$ cat src/rtl/tfhs_pkg.sv
`timescale 1ns / 1ps
package tfhs_pkg;

  // Widths of the datapath words.
  localparam int CW    = 16;  // coordinates and query point
  localparam int DW    = 18;  // vertex and point differences
  localparam int NW    = 36;  // normal components and edge products
  localparam int SW    = 28;  // normal components after range reduction
  localparam int PW    = 64;  // products and sums of products
  localparam int RW    = 58;  // remainder of the normal Y fraction
  localparam int FW    = 31;  // normal Y squared fraction, Q.30
  localparam int QSW   = 32;  // square root working registers
  localparam int QW    = 62;  // magnitude of the height dividend
  localparam int DRW   = NW + 1;
  localparam int HW    = 24;
  localparam int CNTW  = 6;
  localparam int STEPW = 5;
  localparam int SFTW  = 5;
  localparam int NORM_BITS = 27;

  // Sequencer counts.
  localparam logic [CNTW-1:0] MULA_LAST  = 6'd14;
  localparam logic [CNTW-1:0] MULB_FIRST = 6'd15;
  localparam logic [CNTW-1:0] MULB_LAST  = 6'd17;
  localparam logic [CNTW-1:0] FRAC_LAST  = 6'd29;
  localparam logic [CNTW-1:0] SQRT_LAST  = 6'd15;
  localparam logic [CNTW-1:0] DIV_LAST   = 6'(QW - 1);
  localparam logic [SFTW-1:0] SHIFT_MAX  = 5'd16;

  // Fixed constants of the query.
  localparam logic signed [HW-1:0] NONE_HEIGHT_Q8 = -24'sd7680000;
  localparam logic [15:0]          ONE_Q15        = 16'd32768;
  localparam logic signed [PW-1:0] HEIGHT_MAX_Q8  = 64'sd8388607;
  localparam logic signed [DW-1:0] ABOVE_LIMIT    = 18'sd120;
  localparam logic signed [DW-1:0] BELOW_LIMIT    = 18'sd78;
  localparam logic [PW-1:0]        WALL_NUM       = 64'd100;
  localparam logic [PW-1:0]        WALL_DEN       = 64'd9;
  localparam logic [FW-1:0]        FRAC_FULL      = 31'h4000_0000;
  localparam logic [QSW-1:0]       SQRT_ONE_INIT  = 32'h4000_0000;

  // Configuration register indexes.
  localparam logic [1:0] CFG_POINT_X = 2'd0;
  localparam logic [1:0] CFG_POINT_Y = 2'd1;
  localparam logic [1:0] CFG_POINT_Z = 2'd2;

  typedef enum logic [3:0] {
    ST_IDLE, ST_DIFF, ST_MULA, ST_PREP, ST_SHIFT, ST_MULB, ST_DRAIN,
    ST_FRAC, ST_SQI, ST_SQRT, ST_DVI, ST_DIV, ST_DECIDE
  } state_t;

  typedef enum logic [3:0] {
    A_E1X, A_E1Y, A_E1Z, A_DAZ, A_DAX, A_DBZ, A_DBX, A_DCZ, A_DCX,
    A_NX, A_NY, A_NZ, A_SX, A_SY, A_SZ
  } asel_t;

  typedef enum logic [3:0] {
    B_E1X, B_E1Z, B_E2X, B_E2Y, B_E2Z, B_E3X, B_E3Z, B_DAX, B_DAZ, B_DLY,
    B_SX, B_SY, B_SZ
  } bsel_t;

  typedef enum logic [3:0] {
    D_NONE, D_NX, D_NY, D_NZ, D_E0, D_E1, D_E2, D_NUM, D_LIM, D_SQ, D_SQY
  } dest_t;

  typedef enum logic [1:0] {OP_LOAD, OP_ADD, OP_SUB} accop_t;

  typedef struct packed {
    logic   en;
    asel_t  a_sel;
    bsel_t  b_sel;
    dest_t  dest;
    accop_t op;
  } mul_cmd_t;

  typedef struct packed {
    logic     load_in;
    logic     diff;
    logic     prep;
    logic     shift;
    logic     frac_init;
    logic     frac_step;
    logic     sqrt_init;
    logic     sqrt_step;
    logic     div_init;
    logic     div_step;
    logic     decide;
    mul_cmd_t mul;
  } dp_cmd_t;

  typedef struct packed {
    logic shift_more;
    logic last;
    logic out_busy;
  } dp_stat_t;

  // Multiply program: one product per step, summed in the following cycle.
  function automatic mul_cmd_t mul_prog(input logic [STEPW-1:0] step);
    mul_cmd_t c;
    c = '{en: 1'b1, a_sel: A_E1X, b_sel: B_E1X, dest: D_NONE, op: OP_LOAD};
    case (step)
      5'd0:  begin c.a_sel = A_E1Y; c.b_sel = B_E2Z; c.dest = D_NX;  c.op = OP_LOAD; end
      5'd1:  begin c.a_sel = A_E1Z; c.b_sel = B_E2Y; c.dest = D_NX;  c.op = OP_SUB;  end
      5'd2:  begin c.a_sel = A_E1Z; c.b_sel = B_E2X; c.dest = D_NY;  c.op = OP_LOAD; end
      5'd3:  begin c.a_sel = A_E1X; c.b_sel = B_E2Z; c.dest = D_NY;  c.op = OP_SUB;  end
      5'd4:  begin c.a_sel = A_E1X; c.b_sel = B_E2Y; c.dest = D_NZ;  c.op = OP_LOAD; end
      5'd5:  begin c.a_sel = A_E1Y; c.b_sel = B_E2X; c.dest = D_NZ;  c.op = OP_SUB;  end
      5'd6:  begin c.a_sel = A_DAZ; c.b_sel = B_E1X; c.dest = D_E0;  c.op = OP_LOAD; end
      5'd7:  begin c.a_sel = A_DAX; c.b_sel = B_E1Z; c.dest = D_E0;  c.op = OP_SUB;  end
      5'd8:  begin c.a_sel = A_DBZ; c.b_sel = B_E2X; c.dest = D_E1;  c.op = OP_LOAD; end
      5'd9:  begin c.a_sel = A_DBX; c.b_sel = B_E2Z; c.dest = D_E1;  c.op = OP_SUB;  end
      5'd10: begin c.a_sel = A_DCZ; c.b_sel = B_E3X; c.dest = D_E2;  c.op = OP_LOAD; end
      5'd11: begin c.a_sel = A_DCX; c.b_sel = B_E3Z; c.dest = D_E2;  c.op = OP_SUB;  end
      5'd12: begin c.a_sel = A_NX;  c.b_sel = B_DAX; c.dest = D_NUM; c.op = OP_LOAD; end
      5'd13: begin c.a_sel = A_NZ;  c.b_sel = B_DAZ; c.dest = D_NUM; c.op = OP_ADD;  end
      5'd14: begin c.a_sel = A_NY;  c.b_sel = B_DLY; c.dest = D_LIM; c.op = OP_LOAD; end
      5'd15: begin c.a_sel = A_SX;  c.b_sel = B_SX;  c.dest = D_SQ;  c.op = OP_LOAD; end
      5'd16: begin c.a_sel = A_SY;  c.b_sel = B_SY;  c.dest = D_SQY; c.op = OP_ADD;  end
      5'd17: begin c.a_sel = A_SZ;  c.b_sel = B_SZ;  c.dest = D_SQ;  c.op = OP_ADD;  end
      default: c.en = 1'b0;
    endcase
    return c;
  endfunction

endpackage

$ cat src/rtl/tfhs_ctrl.sv
`timescale 1ns / 1ps
module tfhs_ctrl (
  input  logic               clk,
  input  logic               rst_n,
  input  logic               in_tvalid,
  output logic               in_tready,
  input  tfhs_pkg::dp_stat_t stat,
  output tfhs_pkg::dp_cmd_t  cmd
);

  tfhs_pkg::state_t            state_r, state_nxt;
  logic [tfhs_pkg::CNTW-1:0]   cnt_r, cnt_nxt;

  // State and step counter.
  always_ff @(posedge clk) begin
    if (!rst_n) begin
      state_r <= tfhs_pkg::ST_IDLE;
      cnt_r   <= '0;
    end else begin
      state_r <= state_nxt;
      cnt_r   <= cnt_nxt;
    end
  end

  // Sequencing of one triangle through the shared multiplier and the iterative units.
  always_comb begin
    state_nxt = state_r;
    cnt_nxt   = cnt_r;
    cmd       = '0;
    in_tready = 1'b0;
    case (state_r)
      tfhs_pkg::ST_IDLE: begin
        // Nothing is taken while reset is held.
        in_tready = rst_n;
        if (in_tvalid && rst_n) begin
          cmd.load_in = 1'b1;
          state_nxt   = tfhs_pkg::ST_DIFF;
        end
      end
      tfhs_pkg::ST_DIFF: begin
        cmd.diff  = 1'b1;
        cnt_nxt   = '0;
        state_nxt = tfhs_pkg::ST_MULA;
      end
      tfhs_pkg::ST_MULA: begin
        cmd.mul = tfhs_pkg::mul_prog(cnt_r[tfhs_pkg::STEPW-1:0]);
        if (cnt_r == tfhs_pkg::MULA_LAST) state_nxt = tfhs_pkg::ST_PREP;
        else cnt_nxt = cnt_r + 1'b1;
      end
      tfhs_pkg::ST_PREP: begin
        cmd.prep  = 1'b1;
        state_nxt = tfhs_pkg::ST_SHIFT;
      end
      tfhs_pkg::ST_SHIFT: begin
        if (stat.shift_more) begin
          cmd.shift = 1'b1;
        end else begin
          cnt_nxt   = tfhs_pkg::MULB_FIRST;
          state_nxt = tfhs_pkg::ST_MULB;
        end
      end
      tfhs_pkg::ST_MULB: begin
        cmd.mul = tfhs_pkg::mul_prog(cnt_r[tfhs_pkg::STEPW-1:0]);
        if (cnt_r == tfhs_pkg::MULB_LAST) state_nxt = tfhs_pkg::ST_DRAIN;
        else cnt_nxt = cnt_r + 1'b1;
      end
      tfhs_pkg::ST_DRAIN: begin
        cmd.frac_init = 1'b1;
        cnt_nxt       = '0;
        state_nxt     = tfhs_pkg::ST_FRAC;
      end
      tfhs_pkg::ST_FRAC: begin
        cmd.frac_step = 1'b1;
        if (cnt_r == tfhs_pkg::FRAC_LAST) state_nxt = tfhs_pkg::ST_SQI;
        else cnt_nxt = cnt_r + 1'b1;
      end
      tfhs_pkg::ST_SQI: begin
        cmd.sqrt_init = 1'b1;
        cnt_nxt       = '0;
        state_nxt     = tfhs_pkg::ST_SQRT;
      end
      tfhs_pkg::ST_SQRT: begin
        cmd.sqrt_step = 1'b1;
        if (cnt_r == tfhs_pkg::SQRT_LAST) state_nxt = tfhs_pkg::ST_DVI;
        else cnt_nxt = cnt_r + 1'b1;
      end
      tfhs_pkg::ST_DVI: begin
        cmd.div_init = 1'b1;
        cnt_nxt      = '0;
        state_nxt    = tfhs_pkg::ST_DIV;
      end
      tfhs_pkg::ST_DIV: begin
        cmd.div_step = 1'b1;
        if (cnt_r == tfhs_pkg::DIV_LAST) state_nxt = tfhs_pkg::ST_DECIDE;
        else cnt_nxt = cnt_r + 1'b1;
      end
      tfhs_pkg::ST_DECIDE: begin
        // A final triangle waits here until the output register is free.
        if (!(stat.last && stat.out_busy)) begin
          cmd.decide = 1'b1;
          state_nxt  = tfhs_pkg::ST_IDLE;
        end
      end
      default: state_nxt = tfhs_pkg::ST_IDLE;
    endcase
  end

`ifndef SYNTHESIS
  a_accept_starts: assert property (@(posedge clk) disable iff (!rst_n)
    (in_tvalid && in_tready) |=> (state_r == tfhs_pkg::ST_DIFF))
    else $error("accepted transaction did not start processing");
  a_hold_on_stall: assert property (@(posedge clk) disable iff (!rst_n)
    (state_r == tfhs_pkg::ST_DECIDE && stat.last && stat.out_busy)
      |=> (state_r == tfhs_pkg::ST_DECIDE))
    else $error("result dropped while output register was full");
  a_div_bound: assert property (@(posedge clk) disable iff (!rst_n)
    (state_r == tfhs_pkg::ST_DIV) |-> (cnt_r <= tfhs_pkg::DIV_LAST))
    else $error("divider step count overran");
`endif

endmodule

$ cat config.mk
export PLATFORM = sky130hd
export DESIGN_NAME = tfhs_ctrl
export DESIGN_NICKNAME = d
export VERILOG_FILES = /design/src/rtl/tfhs_pkg.sv /design/src/rtl/tfhs_ctrl.sv
export SDC_FILE = /design/constraint.sdc
export NUM_CORES = 1
export LEC_CHECK = 0
export ABC_CLOCK_PERIOD_IN_PS = 2800
export BUFFER_PORTS_ARGS = -buffer_cell sky130_fd_sc_hd__buf_2
export CAP_MARGIN = 20
export CORE_MARGIN = 10
export CORE_UTILIZATION = 50
export DETAILED_ROUTE_END_ITERATION = 8
export GPL_TIMING_DRIVEN = 0
export HOLD_SLACK_MARGIN = 0.02
export PLACE_DENSITY = 0.73
export SLEW_MARGIN = 20
export SYNTH_ARGS = -nofsm -noshare
export SYNTH_HDL_FRONTEND = slang
export SYNTH_SLANG_ARGS = --single-unit
$ cat constraint.sdc
create_clock -name clk -period 2.8 [get_ports clk]
set_clock_uncertainty 0.05 [all_clocks]
set_input_delay 0.14 -clock clk [delete_from_list [all_inputs] [get_ports clk]]
set_output_delay 0.14 -clock clk [all_outputs]
set_load 0.01 [all_outputs]
# --- Word level (Yosys, flattened, before mapping) ---
# Index checks and enable logic that the tools add are counted.
word_totals:
  ff_bits: 10
  inputBits: 6
  output_inout_bits: 27
  word_cells: 94
op_classes:
  add_sub_neg: 1
  eq_ne: 47
  n_mux: 34
  n_reduce_logical: 10
ops:
  columns: ["cell", "count"]
  rows:
  - ["one-hot mux 14 bit (18 select lines)", 1]
  - ["one-hot mux 4 bit (13 select lines)", 1]
  - ["one-hot mux 6 bit (7 select lines)", 1]
  - ["== test 5 x 4 -> 1 bit (second input constant)", 8]
  - ["two-way mux 6 bit", 6]
  - ["two-way mux 4 bit", 8]
  - ["inequality test 2 bit (second input constant)", 13]
  - ["== test 4 bit (second input constant)", 5]
  - ["== test 5 x 3 -> 1 bit (second input constant)", 4]
  - ["OR reduction 18 bit", 1]
  - ["== test 4 x 3 -> 1 bit (second input constant)", 4]
  - ["two-way mux 1 bit", 16]
  - ["two-way mux 15 bit", 1]
  - ["== test 6 x 4 -> 1 bit (second input constant)", 2]
  - ["== test 6 x 5 -> 1 bit (second input constant)", 2]
  - ["== test 5 x 2 -> 1 bit (second input constant)", 2]
  - ["== test 5 bit (second input constant)", 2]
  - ["== test 4 x 2 -> 1 bit (second input constant)", 2]
  - ["AND reduction 8 bit", 1]
  - ["AND reduction 7 bit", 1]
  - ["nonzero test 7 bit", 1]
  - ["adder 6 x 1 -> 6 bit (second input constant)", 1]
  - ["== test 6 bit (second input constant)", 1]
  - ["== test 5 x 1 -> 1 bit (second input constant)", 1]
  - ["other kinds (6)", 7]

# --- Depth between registers and ports, before layout ---
logic_depth:
  word_depth: 4
  ltp_mapped: 9
  depth_no_buf: 7

# --- Least setup slack after synthesis ---
# Ideal clock, no wire load.
synth_timing:
  path_kind: "register -> output"
  startpoint: "reg cnt_r[0] (netlist bit)"
  endpoint: "out cmd[0] (netlist bit)"
  arrival_time_ns: 1.814
  required_time_ns: 2.610
  setup_slack_ns: 0.796
  path_stages_with_launch: 9
  path_buffers: 2
  cell_sequence: "dfxtp_1 -> ha_1 -> buf_2 -> and3_1 -> ha_1 -> a311oi_2 -> a21o_1 -> buf_4 -> nor2_1"
synth_lines:
  columns: ["element", "line", "source"]
  rows:
  - ["start, declared", "tfhs_ctrl.sv:12", "logic [tfhs_pkg::CNTW-1:0] cnt_r, cnt_nxt;"]
  - ["start signal, assigned", "tfhs_ctrl.sv:21", "cnt_r <= cnt_nxt;"]
  - ["end, declared", "tfhs_ctrl.sv:8", "output tfhs_pkg::dp_cmd_t cmd"]

==> reports/results.txt <==
Die W: 76.3 µm
global route overflow: 0
Main synth FF type: dfxtp_1
CP arrival: 2.46 ns
syn_nets: 234
post-synthesis mux area share: 2.53%
final core occ: 59.8%
Setup WS pre-CTS: 0.361 ns
Max FO, Critical Path: 10
Starting Density: 51.9%
most frequent cell after synthesis: nand2_1
xor and xnor area share after synthesis: 0.552%
Max Freq: 377 MHz
global placement routability congestion: 0.897
Tcrit/Tclk final: 94.8%
Syn Area/Cell: 7.11 µm²
crit path time final: 2.65 ns
worst IR drop on VDD: 372 µV
LEAKAGE: 0.760 nW
Reg clk slew, reported paths: 0.07 ns
ANT cells: 0
total track usage: 15.1%
Die Height: 76.3 µm
Fillers: 331
Post-synth ARST share: 0%
initial antenna violation count: 0
largest family of logic cells by synthesized area: compound AO/OA/AOI/OAI gates
Mapped Cells: 223
fraction of the mapped netlist area in simple logic gates: 34.6%
Rows: 20
Cells after DPL: 298
Post-DP Area: 0.00180 mm²
fin area: 0.00183 mm²
Vias: 1780
hold path start: rst_n
Post-synth top cells: nand2_1, nor2_1, o21ai_0
Post-Synth Adder-Cell Area: 3.95%
largest net degree at the start of global routing: 11
Pwr Total: 1.15 mW
PwrDens: 631 mW/mm²
crit path kind: reg -> out
Area contributors post-synth: dfxtp_1, nand2_1, o21ai_0
worst hold path class: in -> reg
DR pass1 iterations: 4
endpoint class of the critical path: primary output
total core area: 0.00305 mm²
CP startpoint kind: flop
Final Max Tran Viols: 0
Port Buffer Count: 31
Seq cells post-synth: 10
DRT Wirelength: 4710 µm
final setup fails: 0
DRC: 0
final antenna-violating net count: 0
launching point of the worst reg2reg path: cnt_r[1]$_SDFFE_PN0P_
outcome: complete, no violations
Worst EP required: 2.61 ns
Seq/Total Area, Yosys: 12.6%
die area: 0.00582 mm²
Vias/cell: 5.89
Root Buffer: clkbuf_4
clk buf depth: 2
setup TNS: 0 ns
total CTS buffers: 3
DR iter-0 viols: 184
CTS tree: built
Compound-Gate Fraction of Synth Area: 34.6%
clk sinks: 10
area leader, netlist: dfxtp_1
share of cells above drive strength 1: 28.3%
Clock Latency Late Sink: 0.27 ns
first-pass GRT wire length: 7780 µm
non-filler cells, final: 302
Yosys cell types: 61
Hold Vio Cnt, Final: 0
H-tree depth: 1
worst-margin pin slew: 0.483 ns
WHS: 0.220 ns
DP Wirelength: 3550 µm
Cell Area, Synth: 0.00159 mm²
relative slew slack: 67.5%
area share of the largest cell type after synthesis: 12.6%
number of enable flip-flop cells after synthesis: 0
vias in the first global route: 1591
WL/cell: 15.6 µm
RSZ-0062 raised after global routing: no
io pins: 33
worst setup margin: 0.147 ns
layout net count: 271
worst setup path startpoint: cnt_r[1]$_SDFFE_PN0P_
max_cap viols: 0
Area growth, synth to finish: 15.2%
Ys Warns: 0
layout make-up:
cell class	count	area [µm²]	share of cell area (%)
Buffer	22	139	7.60
Sequential cell	10	201	11.0
Inverter	10	37.5	2.05
Tap cell	44	55.1	3.01
Multi-Input combinational cell	181	1210	66.2
Clock buffer	3	22.5	1.23
Timing Repair Buffer	32	163	8.90
final timing paths:
kind | end | cells past startpoint | slack, ns
worst max-delay path | cmd[9] | 9 | 0.15
worst min-delay path | cnt_r[2]$_SDFFE_PN0P_ | 3 | 0.22
worst max register to register | cnt_r[0]$_SDFFE_PN0P_ | 8 | 0.74
worst min register to register | cnt_r[0]$_SDFFE_PN0P_ | 2 | 0.46
report_power, final:
part | internal [mW] | leakage [nW] | switching, mW
Combinational | 0.344 | 0.665 | 0.502
Clock | 0.0498 | 0.0138 | 0.0566
Sequential | 0.169 | 0.0815 | 0.0309
Total | 0.563 | 0.760 | 0.590
layout by cell type, fill, tap and decap left out, drive strengths merged, types with 2 or more instances in the layout:
cell,n
a211o,3
a211oi,2
a21oi,15
a311oi,2
a31oi,3
a32oi,3
a41o,2
and2,2
and3,3
and4bb,2
buf,49
clkbuf,8
dfxtp,10
ha,5
inv,10
mux2i,4
nand2,27
nand2b,7
nand3,6
nand4,3
nor2,24
nor2b,9
nor3,10
nor3b,2
o2111ai,4
o21ai,19
o22ai,2
o2bb2ai,2
o311ai,2
o31ai,3
or2,2
routing by layer:
metal	global-route usage, %	share of wire, %	vias up
met4	4.46	1.4	0
met1	21.1	46	800
li1	-	-	878
met5	0	0	-
met3	2.95	9.9	9
met2	22.4	42	93
repair_timing:
item                                    CTS  global route
resized for setup                         0             1
endpoints found under the setup margin    0            10
buffers inserted                          0             1
hold buffers                              0             0
state kept, by name, summed over array words and instances (netlist names):
signal / count
cnt_r: 6
state_r: 4
critical path: stages (launching register included):
cell and delay, ns:
dfxtp_1 0.36, ha_1 0.25, buf_2 0.20, and3_1 0.20, ha_1 0.26, a311oi_2 0.32
a21o_1 0.22, buf_4 0.18, a21oi_1 0.05, buf_2 0.16
cell families (layout without fill, tap and decap cells):
logic type | Yosys count | count (layout)
and+or+nand+nor | 102 | 102
muxes | 4 | 4
xor gates and xnor gates | 1 | 1
adders and majority gates | 5 | 5
AOI/OAI and AO/OA | 69 | 69
DFF | 10 | 10
buffers and inverters | 32 | 67
Power figures use the tool's default switching activity.
